==> src/hdl/first_fit_chunk_allocator_defines.svh <==
// Assertion macros shared by the allocator RTL.
`ifndef FIRST_FIT_CHUNK_ALLOCATOR_DEFINES_SVH
`define FIRST_FIT_CHUNK_ALLOCATOR_DEFINES_SVH

// Consequent must hold in the same cycle as the antecedent.
`define FFCA_ASSERT_NOW(label, clk, rst, ante, cons, msg) \
   label: assert property (@(posedge clk) disable iff (rst) (ante) |-> (cons)) \
      else $error(msg);

// Consequent must hold in the cycle after the antecedent.
`define FFCA_ASSERT_NXT(label, clk, rst, ante, cons, msg) \
   label: assert property (@(posedge clk) disable iff (rst) (ante) |=> (cons)) \
      else $error(msg);

`endif

==> src/hdl/ffca_pkg.sv <==
// Shared types and constants of the first-fit chunk allocator.
`default_nettype none

package ffca_pkg;

   localparam int PAGE_BYTES_DEF  = 4096;
   localparam int CHUNK_BYTES_DEF = 8;

   localparam int ADDR_W   = 48;
   localparam int SIZE_W   = 16;
   localparam int FREED_W  = 13;
   localparam int STATUS_W = 3;

   typedef enum logic {
      CMD_ALLOC = 1'b0,
      CMD_FREE  = 1'b1
   } cmd_type;

   typedef enum logic [STATUS_W-1:0] {
      STAT_OK        = 3'd0,
      STAT_BAD_SIZE  = 3'd1,
      STAT_NO_SPACE  = 3'd2,
      STAT_OUTSIDE   = 3'd3,
      STAT_NOT_USED  = 3'd4
   } status_type;

   // One entry of the chunk mark memory.
   typedef struct packed {
      logic used;
      logic run_end;
   } chunk_flags_type;

endpackage

`default_nettype wire

==> src/hdl/ffca_ram.sv <==
// Generic single-write, single-read RAM with registered read data.
`default_nettype none

module ffca_ram #(
   parameter int WIDTH  = 2,
   parameter int DEPTH  = 512,
   parameter int ADDR_W = (DEPTH > 1) ? $clog2(DEPTH) : 1
) (
   input  wire logic              clock,
   input  wire logic              wr_en,
   input  wire logic [ADDR_W-1:0] wr_addr,
   input  wire logic [WIDTH-1:0]  wr_data,
   input  wire logic              rd_en,
   input  wire logic [ADDR_W-1:0] rd_addr,
   output logic      [WIDTH-1:0]  rd_data
);

   logic [WIDTH-1:0] mem [DEPTH];

   always_ff @(posedge clock) begin
      if (wr_en) begin
         mem[wr_addr] <= wr_data;
      end
      if (rd_en) begin
         rd_data <= mem[rd_addr];
      end
   end

endmodule

`default_nettype wire

==> src/hdl/ffca_div.sv <==
// Division by a fixed divisor through reciprocal multiplication, two register stages.
`default_nettype none

module ffca_div #(
   parameter int DIVISOR = 8,
   parameter int DW      = 17,
   parameter int REM_W   = $clog2(DIVISOR) + 1
) (
   input  wire logic             clock,
   input  wire logic             reset,
   input  wire logic             start,
   input  wire logic [DW-1:0]    dividend,
   output logic                  done,
   output logic      [DW-1:0]    quotient,
   output logic      [REM_W-1:0] remainder
);

   localparam int SHIFT = DW + $clog2(DIVISOR);
   localparam int MW    = DW + 1;
   localparam int PW    = DW + MW;
   // rounded-up reciprocal is exact for every dividend below 2^DW
   localparam longint RECIP = ((longint'(1) << SHIFT) + longint'(DIVISOR) - 1)
                              / longint'(DIVISOR);
   localparam logic [MW-1:0] RECIP_C = MW'(RECIP);

   logic             valid1_ff;
   logic             done_ff;
   logic [DW-1:0]    num_ff;
   logic [DW-1:0]    quo1_ff, quo1_in;
   logic [DW-1:0]    quo_ff;
   logic [REM_W-1:0] rem_ff, rem_in;
   logic [PW-1:0]    product;

   always_comb begin
      product = PW'(dividend) * PW'(RECIP_C);
      quo1_in = DW'(product >> SHIFT);
      rem_in  = REM_W'(num_ff - quo1_ff * DW'(DIVISOR));
   end

   always_ff @(posedge clock) begin
      if (reset) begin
         valid1_ff <= 1'b0;
         done_ff   <= 1'b0;
      end else begin
         valid1_ff <= start;
         done_ff   <= valid1_ff;
      end
      if (start) begin
         num_ff  <= dividend;
         quo1_ff <= quo1_in;
      end
      if (valid1_ff) begin
         quo_ff <= quo1_ff;
         rem_ff <= rem_in;
      end
   end

   assign done      = done_ff;
   assign quotient  = quo_ff;
   assign remainder = rem_ff;

endmodule

`default_nettype wire

==> src/hdl/first_fit_chunk_allocator.sv <==
// Top level of the first-fit chunk allocator over one page.
//
//  channel  direction  handshake           payload
//  req      in         req_valid/ready     req_cmd, req_size_bytes, req_address
//  rsp      out        rsp_valid/ready     rsp_status, rsp_result_address, rsp_freed_bytes
//  csr      in         csr_wr_en           csr_wr_data (page base)
//
// One word at a time: the LOAD state starts the divider, and the DIV state waits for the quotient.
// Allocate then scans the mark memory one chunk per cycle, over at most NCHUNK chunks,
// and writes the run back one chunk per cycle; free clears one chunk per cycle.
// A response stall keeps a finished word in the FINISH state.
// After reset a clearing pass over all NCHUNK chunks runs with req_ready low.
// A finished word waits in the output register; the next request is taken meanwhile.
`default_nettype none
`include "first_fit_chunk_allocator_defines.svh"

module first_fit_chunk_allocator
   import ffca_pkg::*;
#(
   parameter int PAGE_BYTES  = PAGE_BYTES_DEF,
   parameter int CHUNK_BYTES = CHUNK_BYTES_DEF
) (
   input  wire logic                clock,
   input  wire logic                reset,
   input  wire logic                req_valid,
   output logic                     req_ready,
   input  wire logic                req_cmd,
   input  wire logic [SIZE_W-1:0]   req_size_bytes,
   input  wire logic [ADDR_W-1:0]   req_address,
   output logic                     rsp_valid,
   input  wire logic                rsp_ready,
   output logic      [STATUS_W-1:0] rsp_status,
   output logic      [ADDR_W-1:0]   rsp_result_address,
   output logic      [FREED_W-1:0]  rsp_freed_bytes,
   input  wire logic                csr_wr_en,
   input  wire logic [ADDR_W-1:0]   csr_wr_data
);

   localparam int NCHUNK = PAGE_BYTES / CHUNK_BYTES;
   localparam int AW     = (NCHUNK > 1) ? $clog2(NCHUNK) : 1;
   localparam int CW     = $clog2(NCHUNK + 1);
   localparam int OW     = $clog2(PAGE_BYTES);
   localparam int REM_W  = $clog2(CHUNK_BYTES) + 1;
   localparam int FW     = $bits(chunk_flags_type);
   localparam int DIV_W  = SIZE_W + 1;
   localparam int SPAN   = NCHUNK * CHUNK_BYTES;

   localparam logic [AW-1:0] LAST_IDX = AW'(NCHUNK - 1);

   typedef enum logic [3:0] {
      S_CLEAR,
      S_IDLE,
      S_LOAD,
      S_DIV,
      S_SCAN,
      S_WRITE,
      S_ADDR,
      S_FREE,
      S_FINISH
   } state_type;

   state_type             state_ff, state_in;
   cmd_type               cmd_ff, cmd_in;
   logic [SIZE_W-1:0]     size_ff, size_in;
   logic [ADDR_W:0]       diff_ff, diff_in;
   logic [CW-1:0]         need_ff, need_in;
   logic [CW-1:0]         len_ff, len_in;
   logic [AW-1:0]         start_ff, start_in;
   logic [AW-1:0]         idx_ff, idx_in;
   logic [AW-1:0]         end_ff, end_in;
   logic                  first_ff, first_in;
   logic [OW-1:0]         offset_ff, offset_in;
   logic [AW-1:0]         clr_ff, clr_in;
   status_type            res_status_ff, res_status_in;
   logic [ADDR_W-1:0]     res_addr_ff, res_addr_in;
   logic [FREED_W-1:0]    res_freed_ff, res_freed_in;
   logic                  rsp_valid_ff, rsp_valid_in;
   status_type            rsp_status_ff, rsp_status_in;
   logic [ADDR_W-1:0]     rsp_addr_ff, rsp_addr_in;
   logic [FREED_W-1:0]    rsp_freed_ff, rsp_freed_in;
   logic [ADDR_W-1:0]     page_base_ff;

   logic                  ram_wr_en;
   logic [AW-1:0]         ram_wr_addr;
   chunk_flags_type       ram_wr_flags;
   logic                  ram_rd_en;
   logic [AW-1:0]         ram_rd_addr;
   logic [FW-1:0]         ram_rd_data;
   chunk_flags_type       rd_flags;

   logic                  div_start;
   logic [DIV_W-1:0]      div_dividend;
   logic                  div_done;
   logic [DIV_W-1:0]      div_quo;
   logic [REM_W-1:0]      div_rem;

   logic [ADDR_W-1:0]     diff_mag;
   logic                  chunk_free;
   logic [CW-1:0]         len_next;
   logic [AW-1:0]         start_next;
   logic                  bad_size;
   logic                  outside;

   ffca_ram #(
      .WIDTH  (FW),
      .DEPTH  (NCHUNK),
      .ADDR_W (AW)
   ) u_marks (
      .clock   (clock),
      .wr_en   (ram_wr_en),
      .wr_addr (ram_wr_addr),
      .wr_data (ram_wr_flags),
      .rd_en   (ram_rd_en),
      .rd_addr (ram_rd_addr),
      .rd_data (ram_rd_data)
   );

   ffca_div #(
      .DIVISOR (CHUNK_BYTES),
      .DW      (DIV_W),
      .REM_W   (REM_W)
   ) u_div (
      .clock     (clock),
      .reset     (reset),
      .start     (div_start),
      .dividend  (div_dividend),
      .done      (div_done),
      .quotient  (div_quo),
      .remainder (div_rem)
   );

   assign rd_flags     = chunk_flags_type'(ram_rd_data);
   assign diff_mag     = diff_ff[ADDR_W] ? ADDR_W'(-diff_ff) : diff_ff[ADDR_W-1:0];
   assign div_start    = (state_ff == S_LOAD);
   // an address less than one chunk below the base maps to chunk 0
   assign div_dividend = (cmd_ff == CMD_ALLOC) ? DIV_W'(size_ff)
                       : (diff_ff[ADDR_W] ? '0 : diff_ff[DIV_W-1:0]);

   // size and index checks once the quotient is ready
   assign bad_size = (size_ff < SIZE_W'(CHUNK_BYTES))
                  || ({1'b0, size_ff} > (SIZE_W+1)'(PAGE_BYTES))
                  || (div_rem != '0);
   assign outside  = diff_ff[ADDR_W] ? (diff_mag >= ADDR_W'(CHUNK_BYTES))
                                     : (diff_ff[ADDR_W-1:0] >= ADDR_W'(SPAN));

   assign chunk_free = !rd_flags.used;
   assign len_next   = chunk_free ? len_ff + 1'b1 : '0;
   assign start_next = (chunk_free && (len_ff == '0)) ? idx_ff : start_ff;

   always_comb begin
      state_in      = state_ff;
      cmd_in        = cmd_ff;
      size_in       = size_ff;
      diff_in       = diff_ff;
      need_in       = need_ff;
      len_in        = len_ff;
      start_in      = start_ff;
      idx_in        = idx_ff;
      end_in        = end_ff;
      first_in      = first_ff;
      offset_in     = offset_ff;
      clr_in        = clr_ff;
      res_status_in = res_status_ff;
      res_addr_in   = res_addr_ff;
      res_freed_in  = res_freed_ff;
      rsp_valid_in  = rsp_valid_ff && !rsp_ready;
      rsp_status_in = rsp_status_ff;
      rsp_addr_in   = rsp_addr_ff;
      rsp_freed_in  = rsp_freed_ff;

      ram_wr_en    = 1'b0;
      ram_wr_addr  = idx_ff;
      ram_wr_flags = '0;
      ram_rd_en    = 1'b0;
      // next chunk is read while the current one is handled
      ram_rd_addr  = idx_ff + 1'b1;

      unique case (state_ff)
         S_CLEAR: begin
            ram_wr_en   = 1'b1;
            ram_wr_addr = clr_ff;
            clr_in      = clr_ff + 1'b1;
            if (clr_ff == LAST_IDX) begin
               state_in = S_IDLE;
            end
         end
         S_IDLE: begin
            if (req_valid) begin
               cmd_in       = cmd_type'(req_cmd);
               size_in      = req_size_bytes;
               diff_in      = {1'b0, req_address} - {1'b0, page_base_ff};
               res_addr_in  = '0;
               res_freed_in = '0;
               state_in     = S_LOAD;
            end
         end
         S_LOAD: begin
            state_in = S_DIV;
         end
         S_DIV: begin
            if (div_done) begin
               if (cmd_ff == CMD_ALLOC) begin
                  if (bad_size) begin
                     res_status_in = STAT_BAD_SIZE;
                     state_in      = S_FINISH;
                  end else begin
                     need_in     = div_quo[CW-1:0];
                     len_in      = '0;
                     idx_in      = '0;
                     ram_rd_en   = 1'b1;
                     ram_rd_addr = '0;
                     state_in    = S_SCAN;
                  end
               end else begin
                  if (outside) begin
                     res_status_in = STAT_OUTSIDE;
                     state_in      = S_FINISH;
                  end else begin
                     idx_in      = div_quo[AW-1:0];
                     first_in    = 1'b1;
                     ram_rd_en   = 1'b1;
                     ram_rd_addr = div_quo[AW-1:0];
                     state_in    = S_FREE;
                  end
               end
            end
         end
         S_SCAN: begin
            ram_rd_en = 1'b1;
            len_in    = len_next;
            start_in  = start_next;
            if (len_next == need_ff) begin
               idx_in   = start_next;
               end_in   = idx_ff;
               state_in = S_WRITE;
            end else if (idx_ff == LAST_IDX) begin
               res_status_in = STAT_NO_SPACE;
               state_in      = S_FINISH;
            end else begin
               idx_in = idx_ff + 1'b1;
            end
         end
         S_WRITE: begin
            // run chunks are free, so their end marks are already clear
            ram_wr_en            = 1'b1;
            ram_wr_flags.used    = 1'b1;
            ram_wr_flags.run_end = (idx_ff == end_ff);
            offset_in            = OW'(32'(start_ff) * CHUNK_BYTES);
            idx_in               = idx_ff + 1'b1;
            if (idx_ff == end_ff) begin
               state_in = S_ADDR;
            end
         end
         S_ADDR: begin
            res_addr_in   = page_base_ff + ADDR_W'(offset_ff);
            res_status_in = STAT_OK;
            state_in      = S_FINISH;
         end
         S_FREE: begin
            ram_rd_en = 1'b1;
            if (first_ff && !rd_flags.used) begin
               res_status_in = STAT_NOT_USED;
               state_in      = S_FINISH;
            end else begin
               ram_wr_en    = 1'b1;
               first_in     = 1'b0;
               res_freed_in = res_freed_ff + FREED_W'(CHUNK_BYTES);
               idx_in       = idx_ff + 1'b1;
               if (rd_flags.run_end || (idx_ff == LAST_IDX)) begin
                  res_status_in = STAT_OK;
                  state_in      = S_FINISH;
               end
            end
         end
         S_FINISH: begin
            if (!rsp_valid_ff || rsp_ready) begin
               rsp_valid_in  = 1'b1;
               rsp_status_in = res_status_ff;
               rsp_addr_in   = res_addr_ff;
               rsp_freed_in  = res_freed_ff;
               state_in      = S_IDLE;
            end
         end
      endcase
   end

   always_ff @(posedge clock) begin
      if (reset) begin
         state_ff     <= S_CLEAR;
         clr_ff       <= '0;
         rsp_valid_ff <= 1'b0;
         page_base_ff <= '0;
      end else begin
         state_ff     <= state_in;
         clr_ff       <= clr_in;
         rsp_valid_ff <= rsp_valid_in;
         if (csr_wr_en) begin
            page_base_ff <= csr_wr_data;
         end
      end
      cmd_ff        <= cmd_in;
      size_ff       <= size_in;
      diff_ff       <= diff_in;
      need_ff       <= need_in;
      len_ff        <= len_in;
      start_ff      <= start_in;
      idx_ff        <= idx_in;
      end_ff        <= end_in;
      first_ff      <= first_in;
      offset_ff     <= offset_in;
      res_status_ff <= res_status_in;
      res_addr_ff   <= res_addr_in;
      res_freed_ff  <= res_freed_in;
      rsp_status_ff <= rsp_status_in;
      rsp_addr_ff   <= rsp_addr_in;
      rsp_freed_ff  <= rsp_freed_in;
   end

   assign req_ready          = (state_ff == S_IDLE);
   assign rsp_valid          = rsp_valid_ff;
   assign rsp_status         = rsp_status_ff;
   assign rsp_result_address = rsp_addr_ff;
   assign rsp_freed_bytes    = rsp_freed_ff;

   `FFCA_ASSERT_NOW(a_free_no_overlap, clock, reset,
      (state_ff == S_FREE) && ram_wr_en, ram_wr_addr != ram_rd_addr,
      "free walk writes the entry it is reading")
   `FFCA_ASSERT_NOW(a_scan_len_bound, clock, reset,
      state_ff == S_SCAN, len_ff < need_ff,
      "scan run length passed the request")
   `FFCA_ASSERT_NOW(a_write_in_run, clock, reset,
      state_ff == S_WRITE, idx_ff <= end_ff,
      "run write ran past its end mark")
   `FFCA_ASSERT_NOW(a_div_done_waited, clock, reset,
      div_done, state_ff == S_DIV,
      "divider finished while not awaited")
   `FFCA_ASSERT_NXT(a_div_leaves, clock, reset,
      (state_ff == S_DIV) && div_done, state_ff != S_DIV,
      "quotient taken but divide wait kept")

endmodule

`default_nettype wire
==> config.mk <==
export PLATFORM = sky130hd
export DESIGN_NAME = first_fit_chunk_allocator
export DESIGN_NICKNAME = d
export VERILOG_FILES = /design/src/hdl/ffca_pkg.sv /design/src/hdl/ffca_ram.sv /design/src/hdl/ffca_div.sv /design/src/hdl/first_fit_chunk_allocator.sv
export VERILOG_INCLUDE_DIRS = /design/src /design/src/hdl
export SDC_FILE = /design/constraint.sdc
export NUM_CORES = 2
export LEC_CHECK = 0
export BUFFER_PORTS_ARGS = -buffer_cell sky130_fd_sc_hd__buf_2
export CORE_ASPECT_RATIO = 1.5
export CORE_UTILIZATION = 49
export DETAILED_ROUTE_END_ITERATION = 8
export PLACE_DENSITY_LB_ADDON = 0.2
export SYNTH_ARGS = -nofsm -noshare
export SYNTH_HDL_FRONTEND = slang
export SYNTH_SLANG_ARGS = --single-unit
==> constraint.sdc <==
create_clock -name clock -period 26.5 [get_ports clock]
set_clock_uncertainty 0.15 [all_clocks]
set_input_delay 3.975 -clock clock [delete_from_list [all_inputs] [get_ports clock]]
set_output_delay 3.975 -clock clock [all_outputs]
set_load 0.1 [all_outputs]
==> results.yml <==
critical_path:
  path_buf_inv: 3
  cp-start-kind: "flip-flop"
  slowest_delay_ns: 0.90
  cp_max_fo: 125
  critical_path.cell_chain: "or4_1, or4_1, nor3_4, o21ai_1, a2111o_1, nor4_4, nand4_2, a2111oi_4, a21o_4, buf_4, buf_12, buf_4, mux2i_1, a32oi_1, nand4_1, nand3_1, a21oi_1, a2bb2oi_1, nor3b_1, a311o_1"
  cp_data_required_time_ns: 26.87
  worstSetupEndpointType: "flip-flop"
  critPathTopFamily: "compound AO/OA/AOI/OAI gates"
  cp.arrival_ns: 9.69
  cp_slowest_cell: "or4_1"
  worst-setup-path-type: "flip-flop to flip-flop"
logic_synthesis:
  ys_top_cells_by_area: "edfxtp_1, nand2_1, nor2_1"
  synth_top_cell_by_area: "edfxtp_1"
  yosys-top-cells-count: "edfxtp_1, nand2_1, nor2_1"
  netlist_instances: 5112
  synth_edf_count: 1297
  synth_simple_gate_area_share_pct: 17.30
  synth-compound-area-share_pct: 6.392
  synth_top_area_share_pct: 64.60
  synth_cell_types: 89
  yosys_register_bits: 1361
  synth_mux_area_share_pct: 3.196
  synth.most_common_cell: "edfxtp_1"
  yosys_warnings: 0
  synth_area_sq_um: 60290
  ys_seq_area_share_pct: 66.72
  yosys.area_share.xor_xnor_pct: 1.729
  async_reset_ff_share_pct: 0
  synth_top_family_by_area: "simple AND/OR/NAND/NOR gates"
  ys.flop_type: "edfxtp_1"
  synth_fa_ha_area_share_pct: 1.395
  syn_area_per_cell_sq_um: 11.79
die:
  dieArea_sq_um: 124500
  design.core.area_sq_um: 122000
  start_util_pct: 49.42
  core.rowCount: 157
  die_h_um: 431.6
  boundaryPins: 184
  die-width_um: 288.4
power:
  intPower_mw: 3.493
  power.share.clock_pct: 39.6
  p_seq_share_pct: 51.8
  ir_drop_v: 0.00009637
  comb_power_share_pct: 8.7
  p_leak_nw: 22.27
  switching_share_pct: 25.07
  power_density_nw_per_um2: 69.95
  p_sw_mw: 1.169
job:
  maxCapViolCount: 0
worst_hold_path:
  hold_path.class: "flip-flop to flip-flop"
detailed_routing:
  drt_iter0_drc: 3974
  antenna_left: 0
  routed_via_density: 6.017
  routed_wirelength_um: 177800
  drc_errors: 0
  route.vias.total: 41330
  drt_pass1_iterations: 6
  wire_per_inst_um: 25.88
layout:
  final-seq-area_sq_um: 40230
  finalNetCount: 5355
  multiInputGateArea_sq_um: 18300
  layout-drive-gt1-share_pct: 9.913
  final_cell_area_sq_um: 66650
  area_growth_pct: 10.54
  fillCellCount: 10260
grt:
  grt_usage_pct: 28.41
  antenna_found_initial: 15
  grt_max_degree: 134
  grt_pass1_vias: 41160
  grt-ovfl-total: 0
  grt_first_pass_wirelength_um: 259500
outcome:
  status: "finished, final reports clean"
clock_tree:
  post_cts_resize_count: 0
  cts_hold_buffers: 0
  cts_tree: "built"
  insertion_delay_ns: 0.76
  post_cts_buffers: 0
  cts_root_buf: "clkbuf_16"
  clk_pin_slew_ns: 0.07
  cts_buffer_depth: 3
  htreeDepth: 3
  cts_sinks: 1361
  numCtsBuffers: 119
timing:
  finalSetupViolations: 0
  maxSlewViolCount: 0
  fmax_mhz: 107.3
  setup-tns-final_ns: 0
  rsz0062_at_grt: "no"
  period_minus_slack_ns: 9.319
  max_slew_margin_pct: 18.88
  min_period_over_period_pct: 35.17
  tightest_slew_ns: 1.206
  finalHoldViolCount: 0
place:
  port_buffers: 180
  dp_hpwl_um: 108500
  gp_congestion: 0.9090
  postPlaceCellArea_sq_um: 62450
==> area by class of cell <==
class                           instances  area share (%)
Multi-Input combinational cell       3324           27.45
Clock inverter                         78           1.309
Inverter                              107          0.6139
Clock buffer                          148           4.975
Antenna cell                            4         0.01502
Sequential cell                      1361           60.36
Tap cell                             1590           2.985
Timing Repair Buffer                  258           2.287
==> worst reg2reg max path, stage by stage (launching register included) <==
cell       delay, ns
edfxtp_1        0.45
or4_1           0.71
or4_1           0.90
nor3_4          0.36
o21ai_1         0.09
a2111o_1        0.46
nor4_4          0.32
nand4_2         0.23
a2111oi_4       0.89
a21o_4          0.53
buf_4           0.84
buf_12          0.58
buf_4           0.75
mux2i_1         0.31
a32oi_1         0.08
nand4_1         0.15
nand3_1         0.15
a21oi_1         0.27
a2bb2oi_1       0.47
nor3b_1         0.10
a311o_1         0.32
==> power by group through the flow <==
stage	combinational (mW)	clock [mW]	sequential, mW
global route	0.423	1.94	2.42
CTS	0.403	1.86	2.41
global placement	0.400	0	2.46
finish	0.404	1.85	2.41
floorplan	0.214	0	2.44
detailed placement	0.402	0	2.46
==> final timing paths <==
kind / start / to / slack, ns / cells past startpoint
min: res_addr_ff[26] / rsp_result_address[26] / 0.27 / 0
max reg2reg: diff_ff[3] / u_marks.rd_data[1] / 17.18 / 20
min reg2reg: res_addr_ff[26] / rsp_result_address[26] / 0.27 / 0
max: diff_ff[3] / u_marks.rd_data[1] / 17.18 / 20
==> layout by cell type (no fill, tap or decap), types with 59 or more instances in the layout <==
cell type	netlist	final
a31oi_1	70	70
mux2i_1	169	166
a21oi_1	108	107
a32oi_1	76	76
inv_1	106	104
buf_2	87	180
edfxtp_1	1297	1297
dfxtp_1	64	64
xnor2_1	89	89
nor2_1	742	739
buf_4	36	75
clkbuf_16	0	126
o21ai_0	60	59
nor3_1	62	61
nand2_1	954	936
ha_1	64	64
nand4_1	106	106
nand3_1	340	340
==> registers in the layout, summed over array words and instances (netlist names), 4 cells and up <==
| name | count |
|---|---|
| clr_ff | 9 |
| diff_ff | 49 |
| end_ff | 9 |
| idx_ff | 9 |
| len_ff | 10 |
| need_ff | 10 |
| offset_ff | 9 |
| page_base_ff | 48 |
| res_addr_ff | 48 |
| res_freed_ff | 10 |
| rsp_freed_bytes | 10 |
| rsp_result_address | 48 |
| size_ff | 16 |
| start_ff | 9 |
| state_ff | 4 |
| u_div.quo1_ff | 10 |
| u_div.quotient | 10 |
| u_marks.mem | 1024 |
==> through the flow <==
step	power, mW	worst slack [ns]	utilization, %	hold WS [ns]	std cells
final	4.662	17.18	54.63	0.2664	6870
after floorplan	2.659	11.29	-	0.2503	5114
after global routing	4.773	16.91	54.63	0.2700	6868
after CTS	4.674	17.23	54.63	0.2630	6866
after detailed placement	2.860	17.11	51.19	0.2545	6640
after global placement	2.858	17.22	51.19	0.2505	6640
==> routing by layer <==
layer | part of all wire, % | global-route usage, %
met5 | 0.058 | 0
met4 | 5.6 | 14.90
met3 | 7.7 | 5.559
met2 | 51 | 49.75
met1 | 36 | 32.64
==> cell families after synthesis <==
kind of cell	after synthesis
other cells	1
simple gates	2404
mux	188
compound gates	544
buf+inv	429
fa+ha+maj	66
xor+xnor	119
flops	1361
No activity file was read; power rests on OpenSTA's default activity.
